### config.mk
export PLATFORM = sky130hd
export DESIGN_NAME = masked_box_scan_index_generator_flat
export DESIGN_NICKNAME = d
export VERILOG_FILES = /design/src/hdl/mbsig_pkg.sv /design/src/hdl/mbsig_obstacle_if.sv /design/src/hdl/mbsig_cell_if.sv /design/src/hdl/mbsig_ctrl.sv /design/src/hdl/mbsig_datapath.sv /design/src/hdl/masked_box_scan_index_generator.sv /design/src/flat_wrapper.sv
export SDC_FILE = /design/constraint.sdc
export NUM_CORES = 1
export LEC_CHECK = 0
export BUFFER_PORTS_ARGS = -buffer_cell sky130_fd_sc_hd__buf_2
export CELL_PAD_IN_SITES_DETAIL_PLACEMENT = 1
export CELL_PAD_IN_SITES_GLOBAL_PLACEMENT = 1
export CORE_ASPECT_RATIO = 1.1
export CORE_MARGIN = 5
export CORE_UTILIZATION = 30
export CTS_CLUSTER_DIAMETER = 50
export DETAILED_ROUTE_END_ITERATION = 10
export MAX_ROUTING_LAYER = met4
export PLACE_DENSITY = 0.51
export RECOVER_POWER = 50
export SLEW_MARGIN = 30
export SYNTH_ARGS = -nofsm -noshare
export SYNTH_HDL_FRONTEND = slang
export SYNTH_SLANG_ARGS = --single-unit
### constraint.sdc
create_clock -name clk -period 10 [get_ports clk]
set_input_delay 1 -clock clk [delete_from_list [all_inputs] [get_ports clk]]
set_output_delay 1 -clock clk [all_outputs]
set_load 0.005 [all_outputs]
### src/hdl/mbsig_pkg.sv
package mbsig_pkg;

	localparam int COORD_W  = 10;
	localparam int STRIDE_W = 11;
	localparam int IDX_W    = 30;
	localparam int CFG_IDX_W = 3;
	localparam int CFG_W    = STRIDE_W;

	// plane product, plane/row sum
	localparam int PZ_W  = STRIDE_W + COORD_W;
	localparam int SUM_W = PZ_W + 1;

	typedef enum logic [CFG_IDX_W-1:0] {
		REG_X_START    = 3'd0,
		REG_X_END      = 3'd1,
		REG_Y_START    = 3'd2,
		REG_Y_END      = 3'd3,
		REG_Z_START    = 3'd4,
		REG_Z_END      = 3'd5,
		REG_ROW_LEN    = 3'd6,
		REG_PLANE_ROWS = 3'd7
	} cfg_reg_t;

	typedef struct packed {
		logic accept;   // latch input item, apply restart
		logic mul_pz;   // y + plane_rows*z
		logic mul_row;  // row_len * (...)
		logic finish;   // load result, step position
	} ctrl_cmd_t;

	typedef struct packed {
		logic scan_done;
	} dp_status_t;

endpackage

### src/hdl/mbsig_obstacle_if.sv
interface mbsig_obstacle_if;
	logic                          valid;
	logic                          ready;
	logic [mbsig_pkg::IDX_W-1:0]   obstacle_index;
	logic                          obstacle_valid;
	logic                          restart;

	modport source (output valid, output obstacle_index, output obstacle_valid,
		output restart, input ready);
	modport sink (input valid, input obstacle_index, input obstacle_valid,
		input restart, output ready);
endinterface

### src/hdl/mbsig_cell_if.sv
interface mbsig_cell_if;
	logic                          valid;
	logic                          ready;
	logic [mbsig_pkg::IDX_W-1:0]   cell_index;
	logic                          cell_emitted;
	logic                          obstacle_consumed;
	logic                          last_cell;

	modport source (output valid, output cell_index, output cell_emitted,
		output obstacle_consumed, output last_cell, input ready);
	modport sink (input valid, input cell_index, input cell_emitted,
		input obstacle_consumed, input last_cell, output ready);
endinterface

### src/hdl/mbsig_ctrl.sv
module mbsig_ctrl (
	input  logic                    clk,
	input  logic                    arst_n,
	input  logic                    in_valid,
	output logic                    in_ready,
	output logic                    out_valid,
	input  logic                    out_ready,
	input  mbsig_pkg::dp_status_t   status,
	output mbsig_pkg::ctrl_cmd_t    cmd
);

	typedef enum logic [1:0] {
		ST_IDLE,
		ST_PLANE,
		ST_ROW,
		ST_EMIT
	} state_t;

	state_t state_q;
	logic   out_valid_q;
	logic   finish;

	assign finish   = (state_q == ST_EMIT) && (!out_valid_q || out_ready);
	assign in_ready = (state_q == ST_IDLE);
	assign out_valid = out_valid_q;

	always_comb begin
		cmd.accept  = in_valid && (state_q == ST_IDLE);
		cmd.mul_pz  = (state_q == ST_PLANE);
		cmd.mul_row = (state_q == ST_ROW);
		cmd.finish  = finish;
	end

	always_ff @(posedge clk or negedge arst_n) begin
		if (!arst_n) begin
			state_q     <= ST_IDLE;
			out_valid_q <= 1'b0;
		end else begin
			unique case (state_q)
				ST_IDLE: begin
					if (in_valid) state_q <= ST_PLANE;
				end
				ST_PLANE: begin
					// no scan active: result is all zero, skip the multiplies
					state_q <= status.scan_done ? ST_EMIT : ST_ROW;
				end
				ST_ROW: begin
					state_q <= ST_EMIT;
				end
				ST_EMIT: begin
					if (finish) state_q <= ST_IDLE;
				end
				default: state_q <= ST_IDLE;
			endcase

			if (finish) out_valid_q <= 1'b1;
			else if (out_ready) out_valid_q <= 1'b0;
		end
	end

endmodule

### src/hdl/mbsig_datapath.sv
module mbsig_datapath #(
	parameter int DIM_MAX = 1024
) (
	input  logic                                clk,
	input  logic                                arst_n,
	input  logic                                cfg_we,
	input  logic [mbsig_pkg::CFG_IDX_W-1:0]     cfg_index,
	input  logic [mbsig_pkg::CFG_W-1:0]         cfg_wdata,
	input  logic [mbsig_pkg::IDX_W-1:0]         obstacle_index,
	input  logic                                obstacle_valid,
	input  logic                                restart,
	input  mbsig_pkg::ctrl_cmd_t                cmd,
	output mbsig_pkg::dp_status_t               status,
	output logic [mbsig_pkg::IDX_W-1:0]         cell_index,
	output logic                                cell_emitted,
	output logic                                obstacle_consumed,
	output logic                                last_cell
);

	localparam int CW = mbsig_pkg::COORD_W;
	localparam int SW = mbsig_pkg::STRIDE_W;
	localparam int IW = mbsig_pkg::IDX_W;

	logic [CW-1:0] x_start_q, x_end_q, y_start_q, y_end_q, z_start_q, z_end_q;
	logic [SW-1:0] row_len_q, plane_rows_q;
	logic [CW-1:0] pos_x_q, pos_y_q, pos_z_q;
	logic          scan_done_q;

	logic [IW-1:0] head_q;
	logic          head_valid_q;

	logic [mbsig_pkg::SUM_W-1:0] sum_s1;
	logic [IW-1:0]               prod_s2;

	logic [SW-1:0] rl, pr;
	logic [IW-1:0] idx;
	logic          hit, at_x, at_y, at_z, last;

	mbsig_pkg::cfg_reg_t cfg_sel;
	assign cfg_sel = mbsig_pkg::cfg_reg_t'(cfg_index);

	// strides above DIM_MAX saturate
	assign rl = (int'({21'd0, row_len_q}) > DIM_MAX) ? SW'(DIM_MAX) : row_len_q;
	assign pr = (int'({21'd0, plane_rows_q}) > DIM_MAX) ? SW'(DIM_MAX) : plane_rows_q;

	assign idx  = prod_s2 + IW'(pos_x_q);
	assign hit  = head_valid_q && (head_q == idx);
	assign at_x = pos_x_q >= x_end_q;
	assign at_y = pos_y_q >= y_end_q;
	assign at_z = pos_z_q >= z_end_q;
	assign last = at_x && at_y && at_z;

	assign status.scan_done = scan_done_q;

	always_ff @(posedge clk or negedge arst_n) begin
		if (!arst_n) begin
			x_start_q    <= '0;
			x_end_q      <= '0;
			y_start_q    <= '0;
			y_end_q      <= '0;
			z_start_q    <= '0;
			z_end_q      <= '0;
			row_len_q    <= SW'(1);
			plane_rows_q <= SW'(1);
		end else if (cfg_we) begin
			unique case (cfg_sel)
				mbsig_pkg::REG_X_START:    x_start_q    <= cfg_wdata[CW-1:0];
				mbsig_pkg::REG_X_END:      x_end_q      <= cfg_wdata[CW-1:0];
				mbsig_pkg::REG_Y_START:    y_start_q    <= cfg_wdata[CW-1:0];
				mbsig_pkg::REG_Y_END:      y_end_q      <= cfg_wdata[CW-1:0];
				mbsig_pkg::REG_Z_START:    z_start_q    <= cfg_wdata[CW-1:0];
				mbsig_pkg::REG_Z_END:      z_end_q      <= cfg_wdata[CW-1:0];
				mbsig_pkg::REG_ROW_LEN:    row_len_q    <= cfg_wdata;
				mbsig_pkg::REG_PLANE_ROWS: plane_rows_q <= cfg_wdata;
				default: ;
			endcase
		end
	end

	// scan position
	always_ff @(posedge clk or negedge arst_n) begin
		if (!arst_n) begin
			pos_x_q     <= '0;
			pos_y_q     <= '0;
			pos_z_q     <= '0;
			scan_done_q <= 1'b1;
		end else if (cmd.accept && restart) begin
			pos_x_q     <= x_start_q;
			pos_y_q     <= y_start_q;
			pos_z_q     <= z_start_q;
			scan_done_q <= (x_start_q > x_end_q) || (y_start_q > y_end_q) ||
				(z_start_q > z_end_q);
		end else if (cmd.finish && !scan_done_q) begin
			priority if (last) begin
				scan_done_q <= 1'b1;
			end else if (!at_x) begin
				pos_x_q <= pos_x_q + CW'(1);
			end else if (!at_y) begin
				pos_x_q <= x_start_q;
				pos_y_q <= pos_y_q + CW'(1);
			end else begin
				pos_x_q <= x_start_q;
				pos_y_q <= y_start_q;
				pos_z_q <= pos_z_q + CW'(1);
			end
		end
	end

	// item latch, index arithmetic, result register
	always_ff @(posedge clk) begin
		if (cmd.accept) begin
			head_q       <= obstacle_index;
			head_valid_q <= obstacle_valid;
		end
		if (cmd.mul_pz) begin
			sum_s1 <= mbsig_pkg::SUM_W'(pr * pos_z_q) + mbsig_pkg::SUM_W'(pos_y_q);
		end
		if (cmd.mul_row) begin
			prod_s2 <= IW'(rl * sum_s1);
		end
		if (cmd.finish) begin
			if (scan_done_q) begin
				cell_index        <= '0;
				cell_emitted      <= 1'b0;
				obstacle_consumed <= 1'b0;
				last_cell         <= 1'b0;
			end else begin
				cell_index        <= idx;
				cell_emitted      <= !hit;
				obstacle_consumed <= hit;
				last_cell         <= last;
			end
		end
	end

endmodule

### src/hdl/masked_box_scan_index_generator.sv
// Masked box scan index generator.
// Walks a configured 3D box in raster order (x fastest, then y, then z) and
// returns one result item per input item on cell_ch: the linear cell index
// x + row_len*(y + plane_rows*z), whether it was emitted, whether the head
// obstacle from obstacle_ch matched it (and is to be popped), and a flag on
// the box end cell. restart in an input item starts a new scan at the box
// start. Without an active scan the result item is all zero.
// Box bounds and strides are written on the cfg_we/cfg_index/cfg_wdata port;
// the user must do so only while the block is idle; it does not enforce this.
// Timing: an accepted item goes through two multiply steps (plane, then row)
// and then the index add and compare before it shows on cell_ch; with no
// scan active the multiplies are skipped. One item is in work at a time, so
// a new item is taken only once the last one is through, and the pace is
// set by the serial plane and row multiplies.
// The result sits in an output register: if the receiver stalls, the next
// item is still taken and worked up to the output stage, where it waits.
// Reset clears the registers to their defaults (strides 1, bounds 0), puts
// the position at zero with no scan active, and empties the output.
module masked_box_scan_index_generator #(
	parameter int DIM_MAX = 1024
) (
	input  logic                              clk,
	input  logic                              arst_n,
	input  logic                              cfg_we,
	input  logic [mbsig_pkg::CFG_IDX_W-1:0]   cfg_index,
	input  logic [mbsig_pkg::CFG_W-1:0]       cfg_wdata,
	mbsig_obstacle_if.sink                    obstacle_ch,
	mbsig_cell_if.source                      cell_ch
);

	mbsig_pkg::ctrl_cmd_t  cmd;
	mbsig_pkg::dp_status_t status;

	// sequencer: handshakes and step order
	mbsig_ctrl u_ctrl (
		.clk       (clk),
		.arst_n    (arst_n),
		.in_valid  (obstacle_ch.valid),
		.in_ready  (obstacle_ch.ready),
		.out_valid (cell_ch.valid),
		.out_ready (cell_ch.ready),
		.status    (status),
		.cmd       (cmd)
	);

	// registers, position counters, index arithmetic, result register
	mbsig_datapath #(
		.DIM_MAX (DIM_MAX)
	) u_datapath (
		.clk               (clk),
		.arst_n            (arst_n),
		.cfg_we            (cfg_we),
		.cfg_index         (cfg_index),
		.cfg_wdata         (cfg_wdata),
		.obstacle_index    (obstacle_ch.obstacle_index),
		.obstacle_valid    (obstacle_ch.obstacle_valid),
		.restart           (obstacle_ch.restart),
		.cmd               (cmd),
		.status            (status),
		.cell_index        (cell_ch.cell_index),
		.cell_emitted      (cell_ch.cell_emitted),
		.obstacle_consumed (cell_ch.obstacle_consumed),
		.last_cell         (cell_ch.last_cell)
	);

endmodule
### src/flat_wrapper.sv
// flat-port wrapper written by rule: the top's interface ports become plain ports
module masked_box_scan_index_generator_flat 
#(
	parameter int DIM_MAX = 1024
)
  (clk, arst_n, cfg_we, cfg_index, cfg_wdata, obstacle_ch_valid, obstacle_ch_obstacle_index, obstacle_ch_obstacle_valid, obstacle_ch_restart, obstacle_ch_ready, cell_ch_valid, cell_ch_cell_index, cell_ch_cell_emitted, cell_ch_obstacle_consumed, cell_ch_last_cell, cell_ch_ready);
  mbsig_obstacle_if obstacle_ch_i ();
  mbsig_cell_if cell_ch_i ();
  input  logic clk;
  input  logic arst_n;
  input  logic cfg_we;
  input  logic [mbsig_pkg::CFG_IDX_W-1:0] cfg_index;
  input  logic [mbsig_pkg::CFG_W-1:0] cfg_wdata;
  input wire logic [$bits(obstacle_ch_i.valid)-1:0] obstacle_ch_valid;
  input wire logic [$bits(obstacle_ch_i.obstacle_index)-1:0] obstacle_ch_obstacle_index;
  input wire logic [$bits(obstacle_ch_i.obstacle_valid)-1:0] obstacle_ch_obstacle_valid;
  input wire logic [$bits(obstacle_ch_i.restart)-1:0] obstacle_ch_restart;
  output wire logic [$bits(obstacle_ch_i.ready)-1:0] obstacle_ch_ready;
  output wire logic [$bits(cell_ch_i.valid)-1:0] cell_ch_valid;
  output wire logic [$bits(cell_ch_i.cell_index)-1:0] cell_ch_cell_index;
  output wire logic [$bits(cell_ch_i.cell_emitted)-1:0] cell_ch_cell_emitted;
  output wire logic [$bits(cell_ch_i.obstacle_consumed)-1:0] cell_ch_obstacle_consumed;
  output wire logic [$bits(cell_ch_i.last_cell)-1:0] cell_ch_last_cell;
  input wire logic [$bits(cell_ch_i.ready)-1:0] cell_ch_ready;
  assign obstacle_ch_i.valid = obstacle_ch_valid;
  assign obstacle_ch_i.obstacle_index = obstacle_ch_obstacle_index;
  assign obstacle_ch_i.obstacle_valid = obstacle_ch_obstacle_valid;
  assign obstacle_ch_i.restart = obstacle_ch_restart;
  assign obstacle_ch_ready = obstacle_ch_i.ready;
  assign cell_ch_valid = cell_ch_i.valid;
  assign cell_ch_cell_index = cell_ch_i.cell_index;
  assign cell_ch_cell_emitted = cell_ch_i.cell_emitted;
  assign cell_ch_obstacle_consumed = cell_ch_i.obstacle_consumed;
  assign cell_ch_last_cell = cell_ch_i.last_cell;
  assign cell_ch_i.ready = cell_ch_ready;
  masked_box_scan_index_generator #(.DIM_MAX(DIM_MAX)) u_core (.clk(clk), .arst_n(arst_n), .cfg_we(cfg_we), .cfg_index(cfg_index), .cfg_wdata(cfg_wdata), .obstacle_ch(obstacle_ch_i), .cell_ch(cell_ch_i));
endmodule
# After elaboration in Yosys (flattened, before gate mapping)
# Cells that the tools add are included.
[totals]
mem_count = 0
register_bits = 232
in_bits = 51
latchBits = 0
romBits = 0
word_cells = 109
ramBits = 0
[op_classes]
n_lt_le_gt_ge = 8
eq_ne = 14
muxes = 25
mul = 2
bitwise = 0
n_reduce_logical = 33
n_shift = 0
n_div = 0
n_addsub = 5
[ops]
columns = ["operator", "n"]
rows = [
  ["$mux 10", 14],
  ["$add 10x1->10 const B", 3],
  ["$add 30x10->30", 1],
  ["$eq 30x30->1", 1],
  ["$ge 10x10->1", 3],
  ["$gt 10x10->1", 3],
  ["$mul 11x22->30", 1],
  ["$add 21x10->22", 1],
  ["$gt 11x11->1 const B", 2],
  ["$mux 11", 2],
  ["$reduce_and 2->1", 11],
  ["$mul 11x10->21", 1],
  ["$eq 3x3->1 const B", 4],
  ["$reduce_bool 2->1", 5],
  ["$pmux 2 s4", 1],
  ["$logic_and 1x1->1", 7],
  ["$eq 3x2->1 const B", 2],
  ["$mux 1", 6],
  ["$eq 2x2->1 const B", 2],
  ["$mux 2", 2],
  ["$ne 2x2->1 const B", 2],
  ["$reduce_and 4->1", 1],
  ["$eq 3x1->1 const B", 1],
  ["$logic_not 1->1", 3],
  ["other kinds (6)", 8],
]

# Longest topological paths before layout
# Gate-level depths: netlist of the first run.
[depth]
word_depth = 6
depth_mapped = 24
ltp_nobuf = 22

# Cells and area by module
# A second synthesis of the first run with hierarchy kept.
[hier_totals]
hier_cells = 2402
hier_area_um2 = 23507.5
[modules_own_cells]
columns = ["module", "area_per_inst_um2", "cells_per_inst", "instances"]
rows = [
  ["mbsig_datapath", 23271.1, 2380, 1],
  ["mbsig_ctrl", 236.5, 22, 1],
]

# Worst setup path after synthesis of the first run
# OpenSTA, ideal clock, no wires.
[synth_timing]
path_type = "flip-flop to flip-flop"
from = "register u_core.u_datapath.row_len_q[10]"
to = "register u_core.u_datapath.prod_s2[29] (data pin)"
setup_time_ns = 0.260
stages_incl_launch_ff = 22
path_buffers = 2
synth_period_minus_slack_ns = 6.024
path_slack_ns = 3.976
t_arrival_ns = 5.764
path_cell_list = "dfrtp_1 -> clkbuf_1 -> nor2b_1 -> clkbuf_1 -> nand2_1 -> fa_1 -> fa_1 -> inv_1 -> fa_1 -> fa_1 -> inv_1 -> fa_1 -> inv_1 -> ha_1 -> or4_1 -> o21ai_0 -> o21ai_0 -> o21a_1 -> a2111oi_0 -> o21bai_1 -> a21oi_1 -> xnor2_1"
[synth_via]
elab_chain_cells = 3
[synth_rtl]
columns = ["element", "line_no", "rtl"]
rows = [
  ["start: declaration", "mbsig_datapath.sv:25", "logic [SW-1:0] row_len_q, plane_rows_q;"],
  ["start signal: assignment", "mbsig_datapath.sv:73", "mbsig_pkg::REG_ROW_LEN: row_len_q <= cfg_wdata;"],
  ["$gt 11x11->1", "mbsig_datapath.sv:43", "assign rl = (int'({21'd0, row_len_q}) > DIM_MAX) ? SW'(DIM_MAX) : row_len_q;"],
  ["$mux 11 *", "mbsig_datapath.sv:43", ""],
  ["$mul 11x22->30 *", "mbsig_datapath.sv:119", "prod_s2 <= IW'(rl * sum_s1);"],
  ["end signal: assignment", "mbsig_datapath.sv:119", ""],
  ["end: declaration", "mbsig_datapath.sv:33", "logic [IW-1:0] prod_s2;"],
]
# Mark *: on every way between the ends. The rest lies on a longest branch, timed or not.
# A chain may end at the register's enable or synchronous reset.

# Final worst setup path of the first run
# Same ends and word-level chain as after synthesis.

==> results of run 1 <==
## sequential cells by signal, indices dropped and copies added (netlist names)
name                                 cells
u_core.u_datapath.cell_index            30
u_core.u_datapath.head_q                30
u_core.u_datapath.prod_s2               30
u_core.u_datapath.sum_s1                22
u_core.u_datapath.plane_rows_q          11
u_core.u_datapath.row_len_q             11
u_core.u_datapath.pos_x_q               10
u_core.u_datapath.pos_y_q               10
u_core.u_datapath.pos_z_q               10
u_core.u_datapath.x_end_q               10
u_core.u_datapath.x_start_q             10
u_core.u_datapath.y_end_q               10
u_core.u_datapath.y_start_q             10
u_core.u_datapath.z_end_q               10
u_core.u_datapath.z_start_q             10
u_core.u_ctrl.state_q                    2
u_core.u_ctrl.out_valid                  1
u_core.u_datapath.cell_emitted           1
u_core.u_datapath.head_valid_q           1
u_core.u_datapath.last_cell              1
u_core.u_datapath.obstacle_consumed      1
u_core.u_datapath.status                 1
## cell usage in the layout (no fill, tap or decap), types with 9 or more instances in the layout
cell type  count
inv_1        373
nand2_1      261
fa_1         259
ha_1         197
and2_1       186
edfxtp_1     116
dfrtp_1      113
nor2_1        88
buf_2         83
a21oi_1       80
mux2_2        75
xnor2_1       66
o21ai_0       55
clkbuf_16     43
nand3_1       35
nor2b_1       33
xor2_1        29
a21o_1        28
nand2b_1      22
nand4_1       22
o21a_1        20
nor3_1        19
clkbuf_1      18
buf_4         18
and3_1        17
a211oi_1      14
a31oi_1       12
o211ai_1      11
o22ai_1       10
a32o_1         9
## logic make-up (layout without fill, tap and decap cells)
| family | count (synthesis) | after routing | share of synthesized area (%) |
|---|---|---|---|
| simple gates | 728 | 728 | 15.7 |
| buf+inv | 478 | 563 | 7.70 |
| fa+ha+maj | 456 | 456 | 32.5 |
| compound gates | 313 | 313 | 8.95 |
| flops | 232 | 232 | 27.2 |
| xor+xnor | 102 | 102 | 4.21 |
| mux | 79 | 79 | 3.76 |
## area by class of cell
| cell class | count | area, µm² | share of cell area (%) |
|---|---|---|---|
| Clock buffer | 52 | 1120 | 4.22 |
| Sequential cell | 232 | 6390 | 24.1 |
| Multi-Input combinational cell | 1678 | 15300 | 57.8 |
| Clock inverter | 27 | 394 | 1.49 |
| Timing Repair Buffer | 111 | 588 | 2.22 |
| Tap cell | 1035 | 1290 | 4.89 |
| Inverter | 373 | 1400 | 5.28 |
## through the flow
step / cell area [µm²] / setup slack (ns) / hold WS (ns) / instances / util, %
floorplan: 23500 / 3.98 / 0.450 / 2388 / -
global placement: 25000 / 3.22 / 0.481 / 3429 / 32.2
detailed placement: 25000 / 2.95 / 0.486 / 3429 / 32.2
CTS: 26600 / 2.95 / 0.467 / 3508 / 34.2
global route: 26500 / 2.56 / 0.500 / 3508 / 34.1
finish: 26500 / 3.06 / 0.494 / 3508 / 34.1
## synth_stat cells (5+ instances only)
| master | n |
|---|---|
| edfxtp_1 | 116 |
| a21o_1 | 28 |
| xor2_1 | 29 |
| nor3b_1 | 5 |
| a32o_1 | 9 |
| nor3_1 | 19 |
| o2bb2ai_1 | 6 |
| a21oi_1 | 80 |
| nand2b_1 | 22 |
| o41ai_1 | 5 |
| o22ai_1 | 10 |
| ha_1 | 197 |
| nand3_1 | 35 |
| dfrtp_1 | 113 |
| a2111oi_0 | 5 |
| nand2_1 | 261 |
| buf_2 | 6 |
| o21bai_1 | 8 |
| a211oi_1 | 14 |
| and4_1 | 6 |
| clkbuf_1 | 94 |
| xnor3_1 | 7 |
| or3_1 | 7 |
| xnor2_1 | 66 |
| and3_1 | 17 |
| fa_1 | 259 |
| nand4_1 | 22 |
| o31ai_1 | 6 |
| o21ai_0 | 55 |
| nor4_1 | 5 |
| nor2_1 | 88 |
| nor2b_1 | 33 |
| o21a_1 | 20 |
| nand4b_1 | 5 |
| mux2_2 | 75 |
| o211ai_1 | 11 |
| a31oi_1 | 12 |
| and2_1 | 187 |
| inv_1 | 373 |
## how the worst max path moves through the flow
stage	start	endpoint	slack, ns	depth (start not counted)
after floorplan	u_core.u_datapath.row_len_q[10]	u_core.u_datapath.prod_s2[29]	3.98	21
after global placement	u_core.u_datapath.row_len_q[10]	u_core.u_datapath.prod_s2[29]	3.22	22
after detailed placement	u_core.u_datapath.row_len_q[10]	u_core.u_datapath.prod_s2[29]	2.95	22
after CTS	u_core.u_datapath.row_len_q[10]	u_core.u_datapath.prod_s2[29]	2.95	22
after global routing	arst_n	u_core.u_datapath.y_start_q[8]	2.56	2
final	u_core.u_datapath.row_len_q[10]	u_core.u_datapath.prod_s2[29]	3.06	22
## worst max-delay path, cell delays in order, from the launching register on
cell and delay, ns:
dfrtp_1 0.45, buf_4 0.26, nor2b_1 0.57, buf_4 0.29, and2_1 0.16, fa_1 0.41, inv_1 0.07, fa_1 0.40
inv_1 0.08, fa_1 0.42, fa_1 0.49, inv_1 0.05, fa_1 0.47, inv_1 0.04, ha_1 0.17, or4_1 0.53
o21ai_0 0.34, o21ai_0 0.23, o21a_1 0.31, a2111oi_0 0.46, o21bai_1 0.15, a21oi_1 0.19, xnor2_1 0.10
## routing by layer
metal | wire length (µm) | GRT usage, % | vias up
met3 | 1850 | 1.79 | 114
met1 | 30000 | 20.9 | 8667
met5 | 0 | - | -
met2 | 33700 | 28.8 | 240
met4 | 1850 | 4.63 | 0
li1 | - | - | 7910
==> results.md, run 1 <==
- Outcome: finished with violations
- Failing checks: max-capacitance violations, max-slew violations
- Remaining DRCs: 0
- Crit Path Class: flop to flop
- Routed Antenna Nets: 0
- Hold path endpoint: u_core.u_datapath.row_len_q[3]
- # IOs: 86
- Total gr overflow: 0
- Die Y: 304 µm
- Total GRT Usage: between 15 and 20%
- #FFs+latches synth: 232
- Vias in the first global route: slightly below 20,000
- Seq/Total Area, Yosys: a little over a quarter
- Via density: about 4.8
- Maximum clock path buffer count: 3
- Post-CTS setup buffer count: 0
- Top cells by area, synth: fa_1, edfxtp_1, dfrtp_1
- Syn_area_per_cell: between 9 and 10 µm²
- Final Hold Vio Count: 0
- Yosys top cell by area: fa_1
- Data arrival, critical path: approximately 7.2 ns
- R2r worst-path depth: 22
- H-tree depth: 2
- I/O Buffers: 85
- Post_cts resized: 0
- Clk sink count: around 230
- Die area: 0.0841 mm²
- Clock Latency Late Sink: 0.58 ns
- Hold wc startpoint: u_core.u_datapath.row_len_q[3]
- Crit path launch type: flop
- Post-synth EDFFs: around 120
- Syn Nets: between 2,000 and 3,000
- Max Cap Viol: 4
- Nets: around 3,000
- Worst EP required: between 10 and 15 ns
- Ant diodes: 0
- Core area: between 0.07 and 0.08 mm²
- Crit Reg-Reg Endpoint: u_core.u_datapath.prod_s2[29]
- DR vias: 16,931
- Row count: roughly 110
- Slew of the pin with the lowest slew margin: ~3.7 ns
- Reg-to-reg slack, setup: 3.06 ns
- Clock transition at path regs: 0.05 ns
- Setup tns final: 0 ns
- Final setup viols: 0
- Filler cells: a little under 9,000
- CTS tree: done
- Initial antenna violation count: 5
- RSZ-0062 raised after global routing: no
- Final period util: between 60% and 70%
- GPL Wtd Cong: roughly 0.9
- Initial Util: approximately 30%
- Slew headroom: -147%
- Share of layout cells above drive strength 1: 10.7%
- CTS buffer count: 43
- Top_reg_cell synth: edfxtp_1
- HPWL Detailed: roughly 53,000 µm
- Avg WL per Cell: between 15 and 20 µm
- Worst Clk Skew: about 0.034 ns
- CP endpoint kind: flop
- YS warnings: 0
- Ys async rst share: between 50% and 60%
- Synth unique cells: 76
- Crit Reg-Reg Startpoint: u_core.u_datapath.row_len_q[10]
- Detailed Route Iter0 Violations: about 660
- CTS root buffer: clkbuf_16
- Post-synth top area share: about 22%
- Hold path depth: 1
- Fin. max-slew vios: roughly 180
- Final wirelength: between 60,000 and 70,000 µm
- Hold Crit Class: flop to flop
- Top fanout value on the critical path: 25
- Synthesized cell area: roughly 0.024 mm²
- Fmax: around 140 MHz
- Area Overhead vs Synth: 12.7%
- First-pass GRT wire length: approximately 110,000 µm
- Largest net degree at the start of global routing: 69
- Pre-antenna DRT Iters: 5
- Die width: 277 µm
- Post-Syn Instances: approximately 2,400
- Fin crit period: between 6 and 7 ns
- Cts hold-fix bufs: 0
Power of run 1 is left out: the tool's default activity adds up to more than one toggle a clock period on the data nets, which glitch-free logic cannot reach.
==> run 2: changes to the inputs <==
ABC_AREA = 1   (was default)
PLACE_DENSITY = 0.53   (was 0.51)
clock period = 6.45 ns   (was 10 ns; I/O delays follow)
==> run 2 against run 1 <==
Net effect: the flow still finishes with violations (max-capacitance violations, max-slew violations); cell area is 1.4% higher; critical path depth is 4 higher; utilization is 0.53 points higher; critical endpoint is now u_core.u_datapath.prod_s2[27].
==> results.md, run 2 <==
- Die area: ~0.084 mm²
- Initial Util: a little under a third
- Outcome: finished with violations
- Initial antenna violation count: 4
- Post-route setup slack: ~0.35 ns
- First-pass GRT wire length: roughly 120,000 µm
- Pwr per Cell Area: 507 mW/mm²
- Avg WL per Cell: ~18 µm
- Fin cells: roughly 4,000
- Area Overhead vs Synth: 14.4%
- Final setup viols: 0
- Maximum clock path buffer count: 3
- Most common cell in the netlist: nand2_1
- DR vias: 18,459
- YS warnings: 0
- Fin crit period: between 6 and 7 ns
- Worst EP required: slightly below 7 ns
- Leak: 13.4 nW
- CP endpoint kind: flop
- Hold Crit Class: input port to flop
- Setup slack at placement: ~0.039 ns
- Ys async rst share: about half
- Post-Syn Instances: about 2,800
- Post-synth top area share: approximately 22%
- M3 GR Usage: under 10%
- Top_reg_cell synth: edfxtp_1
- Peak VDD IR: approximately 0.00022 V
- CTS tree: done
- Biggest regs: u_core.u_datapath.cell_index x30, u_core.u_datapath.head_q x30, u_core.u_datapath.prod_s2 x30
- Met1 usage: between 20% and 30%
- Via density: about 4.6
- Top cells by count, synth: nand2_1, inv_1, nor2_1, fa_1, ha_1
- Filler cells: just over 9,000
- CTS root buffer: clkbuf_16
- Max Cap Viol: 4
- Total GRT Usage: 17.8%
- Slew headroom: -46.6%
- # IOs: 86
- Clock share of power: roughly 18%
- Pre-antenna DRT Iters: 4
- Final Hold Vio Count: 0
- Placed insts: 3,914
- Crit path launch type: flop
- Pint: ~6.9 mW
- Final period util: a little over nine tenths
- #FFs+latches synth: around 230
- Fin area: approximately 0.027 mm²
- Crit Path Class: flop to flop
- Detailed Route Iter0 Violations: between 600 and 700
- Core area: 0.0775 mm²
- Die width: between 200 and 300 µm
- Routed Antenna Nets: 0
- Fmax: roughly 160 MHz
- Sw Ratio: between 40% and 50%
- Setup tns final: 0 ns
- Largest net degree at the start of global routing: 80
- Most common cell after layout, fill and taps aside: nand2_1
- Clk sink count: around 230
- I/O Buffers: 85
- Syn_area_per_cell: ~8.3 µm²
- Power share of the sequential group: ~22%
- Yosys top cell by area: fa_1
- Layer with the highest usage: met2
- NetSw: roughly 6.8 mW
- Failing checks: max-capacitance violations, max-slew violations
- RSZ-0062 raised after global routing: no
- Share of layout cells above drive strength 1: under 10%
- Comb pwr share: 60.0%
- H-tree depth: 2
- Fin. max-slew vios: roughly 140
- Die Y: roughly 300 µm
- Clock transition at path regs: approximately 0.05 ns
- CTS buffer count: 45
- Crit path largest cell delay: 0.52 ns
- Synth unique cells: 55
- Ant diodes: 0
- Top fanout value on the critical path: 21
- Slew of the pin with the lowest slew margin: 2.20 ns
- Clock Latency Late Sink: around 0.61 ns
- Seq/Total Area, Yosys: a little over a quarter
- Syn Nets: ~3,300
- Row count: roughly 110
- Vias in the first global route: between 20,000 and 25,000
- Total gr overflow: 0
- Data arrival, critical path: approximately 6.4 ns
- GPL Wtd Cong: slightly below 0.9
- Worst Clk Skew: 0.0551 ns
- HPWL Detailed: ~60,000 µm
- Post-Place Cell Area: 0.0253 mm²
- Post-synth EDFFs: approximately 120
- Remaining DRCs: 0
- Final wirelength: between 70,000 and 80,000 µm
- Met2 Use GR: 33.1%
- Most frequent cells in the layout: nand2_1, inv_1, nor2_1
- Total power: ~14 mW
- Crit-path slowest cell: fa_1
- Nets: 3,435
- Top cells by area, synth: fa_1, edfxtp_1, dfrtp_1
- Synthesized cell area: around 0.023 mm²
[run 2: cell types whose count changed after synthesis, moves of 22 or more]
cell      before  now
a21o_1        28    1
and2_1       187    2
clkbuf_1      94   54
inv_1        373  568
mux2_2        75    0
nand2_1      261  600
nand2b_1      22    0
nand3_1       35   90
nor2_1        88  311
nor2b_1       33    0
o21ai_0       55  134
xnor2_1       66   21
xor2_1        29   55
[run 2: area by class of cell]
cell class | instances | area (µm²) | share of cell area [%]
multi-input combinational | 1936 | 14700 | 54.7
sequential | 232 | 6390 | 23.8
inverter | 586 | 2200 | 8.18
tap | 1035 | 1290 | 4.82
clock buffer | 52 | 1190 | 4.44
timing repair buffer | 127 | 726 | 2.70
clock inverter | 30 | 363 | 1.35
[run 2: worst paths after layout]
path	end	cells after the start	slack, ns	from
setup / recovery	u_core.u_datapath.prod_s2[27]	26	0.35	u_core.u_datapath.row_len_q[5]
hold / removal	u_core.u_datapath.head_q[1]	1	0.23	obstacle_ch_obstacle_index[1]
setup reg to reg	u_core.u_datapath.prod_s2[27]	26	0.35	u_core.u_datapath.row_len_q[5]
hold reg to reg	u_core.u_datapath.y_end_q[7]	2	0.48	u_core.u_datapath.y_end_q[7]
max in group asynchronous	u_core.u_datapath.pos_x_q[7]	3	3.51	arst_n
min in group asynchronous	u_core.u_datapath.z_end_q[1]	2	1.23	arst_n
[run 2: stage by stage]
stage          hold WS (ns)  utilization, %
2_1_floorplan         0.349               -
3_3_place_gp          0.470            32.6
3_5_place_dp          0.473            32.6
4_1_cts               0.186            34.6
5_1_grt               0.205            34.7
6_report              0.230            34.7
[run 2: per-layer routing]
layer	part of all wire, %	routed length [µm]	vias to the layer above
met5	0	0	-
met4	3.0	2140	0
met3	2.3	1680	105
met2	52	37600	223
met1	42	30500	9171
li1	-	-	8960
[run 2: what timing repair did]
| action | 4_1_cts | 5_1_grt |
|---|---|---|
| endpoints found under the hold margin | 23 | 0 |
| endpoints found under the setup margin | 1 | 15 |
| buffers inserted | 0 | 1 |
| pin swaps | 0 | 1 |
| resized for setup | 1 | 17 |
| hold buffers | 1 | 0 |
[run 2: logic make-up (layout without fill, tap and decap cells)]
group	Yosys count	in the layout	synth area share, %
adder cells (fa/ha/maj)	456	456	32.6
AO/OA/AOI/OAI	294	294	6.98
XOR/XNOR	79	79	3.13
AND/OR/NAND/NOR	1100	1100	19.4
multiplexers	7	7	0.298
flip-flops	232	232	27.2
buffers and inverters	649	795	10.4
[run 2: critical path: cells and delay by family, from the launching register on]
family                   cells  cell delay, ns
AND/OR/NAND/NOR              7            0.75
adder cells (fa/ha/maj)      6            2.41
XOR/XNOR                     1            0.06
AO/OA/AOI/OAI                6            1.39
flip-flops                   1            0.38
buffers and inverters        6            0.80
[run 2: power groups by stage]
stage               clock network [mW]  logic, mW  registers, mW
floorplan                            0       6.07           2.70
global placement                     0       8.05           3.06
detailed placement                   0       8.27           3.07
CTS                               2.49       8.35           3.06
global route                      2.53       9.52           3.13
finish                            2.40       8.17           3.05
(Power assumes the default switching activity.)
==> run 3: changes to the inputs <==
ABC_AREA = default   (was 1)
PLACE_DENSITY = 0.51   (was 0.53)
==> run 3 against run 2 <==
Net effect: the flow still finishes with violations (max-capacitance violations, max-slew violations); cell count decreased by 11%; utilization about the same; routed wire length decreased by 6.8%; count of clock-buffer cells in the layout increased by 2; first-iteration DRC count decreased by 5.4%; largest cell class unchanged; critical endpoint is now u_core.u_datapath.prod_s2[29].
==> results.md, run 3 (same netlist as run 1, synthesis figures left out) <==
- Detailed Route Iter0 Violations: about 600
- Cells along the critical path: nor2b_2 > buf_4 > and2_1 > fa_1 > fa_1 > fa_1 > fa_1 > inv_1 > fa_1 > inv_1 > ha_1 > a21oi_1 > nor2b_1 > or4_1 > o21a_2 > a2111oi_1 > o21bai_1 > a21oi_1 > xnor2_1
- Final setup viols: 0
- I/O Buffers: 85
- Fin. max-slew vios: 184
- Most common cell after layout, fill and taps aside: inv_1
- Crit path largest cell delay: 0.63 ns
- Maximum clock path buffer count: 3
- Crit path top cell by count: fa_1
- Biggest regs: u_core.u_datapath.cell_index x30, u_core.u_datapath.head_q x30, u_core.u_datapath.prod_s2 x30
- HPWL Detailed: between 50,000 and 60,000 µm
- CTS tree: done
- Final wirelength: ~67,000 µm
- Largest net degree at the start of global routing: 60
- Failing checks: max-capacitance violations, max-slew violations
- Slew of the pin with the lowest slew margin: between 3 and 4 ns
- Worst EP required: between 6 and 7 ns
- Worst Clk Skew: about 0.034 ns
- Cts hold-fix bufs: 0
- Pre-antenna DRT Iters: 5
- Final period util: a little over nine tenths
- Crit Path Class: flop to flop
- Die Y: ~300 µm
- Crit path launch type: flop
- First-pass GRT wire length: about 110,000 µm
- # IOs: 86
- Vias in the first global route: approximately 19,000
- Remaining DRCs: 0
- GPL Wtd Cong: 0.855
- Core area: slightly below 0.08 mm²
- CTS root buffer: clkbuf_16
- Die area: about 0.084 mm²
- Hold Crit Class: input port to flop
- Area Overhead vs Synth: 14.3%
- Via density: between 4 and 5
- RSZ-0062 raised after global routing: no
- Clock Latency Late Sink: roughly 0.59 ns
- DR vias: about 17,000
- Setup tns final: 0 ns
- Slew headroom: -113%
- CTS buffer count: 46
- Final Hold Vio Count: 0
- Bufs and invs on worst path: 3
- Total gr overflow: 0
- Nets: 2,981
- Avg WL per Cell: approximately 19 µm
- Share of layout cells above drive strength 1: between 10% and 20%
- Most frequent cells in the layout: inv_1, nand2_1, fa_1
- Outcome: finished with violations
- Fmax: between 150 and 200 MHz
- Top fanout value on the critical path: 17
- Routed Antenna Nets: 0
- CP endpoint kind: flop
- Data arrival, critical path: approximately 6.4 ns
- Row count: between 100 and 150
- Critical path's top delay family: adder cells
- Initial antenna violation count: 4
- Crit-path slowest cell: fa_1
- Die width: about 280 µm
- Total GRT Usage: 16.6%
- Initial Util: between 30% and 40%
- Clock transition at path regs: 0.06 ns
- Clk sink count: 232
- H-tree depth: 2
- Fin crit period: about 6.1 ns
- Max Cap Viol: 4
-- run 3: cell count changes in the layout (fill, tap and decap cells not counted), moves of 14 or more --
cell      previous run  this run
inv_1              568       373
nand3_1             90        35
and3_1               2        17
nand2_1            600       261
and2_1               2       187
nor2_1             305        88
xor2_1              55        29
nand2b_1             0        22
o21ai_0            134        52
nor2b_1              0        30
a21o_1               1        28
a211oi_1             0        14
mux2_2               0        75
xnor2_1             21        66
-- run 3: worst register-to-register path, stage by stage (launching register included) --
cell and delay [ns]:
dfrtp_2 0.49, nor2b_2 0.29, buf_4 0.27, and2_1 0.18, fa_1 0.45, fa_1 0.63
fa_1 0.45, fa_1 0.50, inv_1 0.05, fa_1 0.47, inv_1 0.04, ha_1 0.33
a21oi_1 0.18, nor2b_1 0.07, or4_1 0.41, o21a_2 0.26, a2111oi_1 0.34, o21bai_1 0.12
a21oi_1 0.18, xnor2_1 0.08
-- run 3: final timing paths --
path	start	to	slack (ns)	cells after the start
max in group asynchronous	arst_n	u_core.u_datapath.row_len_q[10]	2.35	2
hold reg to reg	u_core.u_datapath.z_start_q[0]	u_core.u_datapath.pos_z_q[0]	0.48	2
min in group asynchronous	arst_n	u_core.u_datapath.plane_rows_q[5]	1.11	1
setup / recovery	u_core.u_datapath.row_len_q[10]	u_core.u_datapath.prod_s2[29]	0.38	19
hold / removal	obstacle_ch_obstacle_index[3]	u_core.u_datapath.head_q[3]	0.25	1
setup reg to reg	u_core.u_datapath.row_len_q[10]	u_core.u_datapath.prod_s2[29]	0.38	19
-- run 3: layout make-up --
cell class / instances / area, µm²
Antenna cell: 1 / 2.50
Clock inverter: 31 / 395
Inverter: 373 / 1400
Tap cell: 1035 / 1290
Sequential cell: 232 / 6390
Clock buffer: 54 / 1230
Fill cell: 8815 / 50800
Timing Repair Buffer: 143 / 831
Multi-Input combinational cell: 1678 / 15300
-- run 3: what timing repair did --
action,in CTS,in global routing
resized for setup,0,15
buffers inserted,0,1
endpoints found under the setup margin,0,6
-- run 3: metal layers --
| metal | track usage, % | vias to the layer above | routed length [µm] |
|---|---|---|---|
| li1 | - | 7977 | - |
| met1 | 20.6 | 8630 | 30100 |
| met2 | 29.4 | 198 | 34000 |
| met3 | 1.69 | 75 | 1470 |
| met4 | 3.65 | 0 | 1370 |
| met5 | - | - | 0 |
-- run 3: per-stage QoR --
| step | utilization (%) | cells | hold WS [ns] | worst slack [ns] | instance area (µm²) |
|---|---|---|---|---|---|
| after floorplan | - | 2388 | 0.349 | 0.426 | 23500 |
| after global placement | 32.5 | 3460 | 0.479 | 0.209 | 25300 |
| after detailed placement | 32.5 | 3460 | 0.477 | 0.0586 | 25300 |
| after CTS | 34.6 | 3545 | 0.120 | 0.00987 | 26900 |
| after global routing | 34.6 | 3546 | 0.214 | 0.0127 | 26900 |
| final | 34.6 | 3547 | 0.245 | 0.384 | 26900 |
Power of run 3 is left out for the same reason.
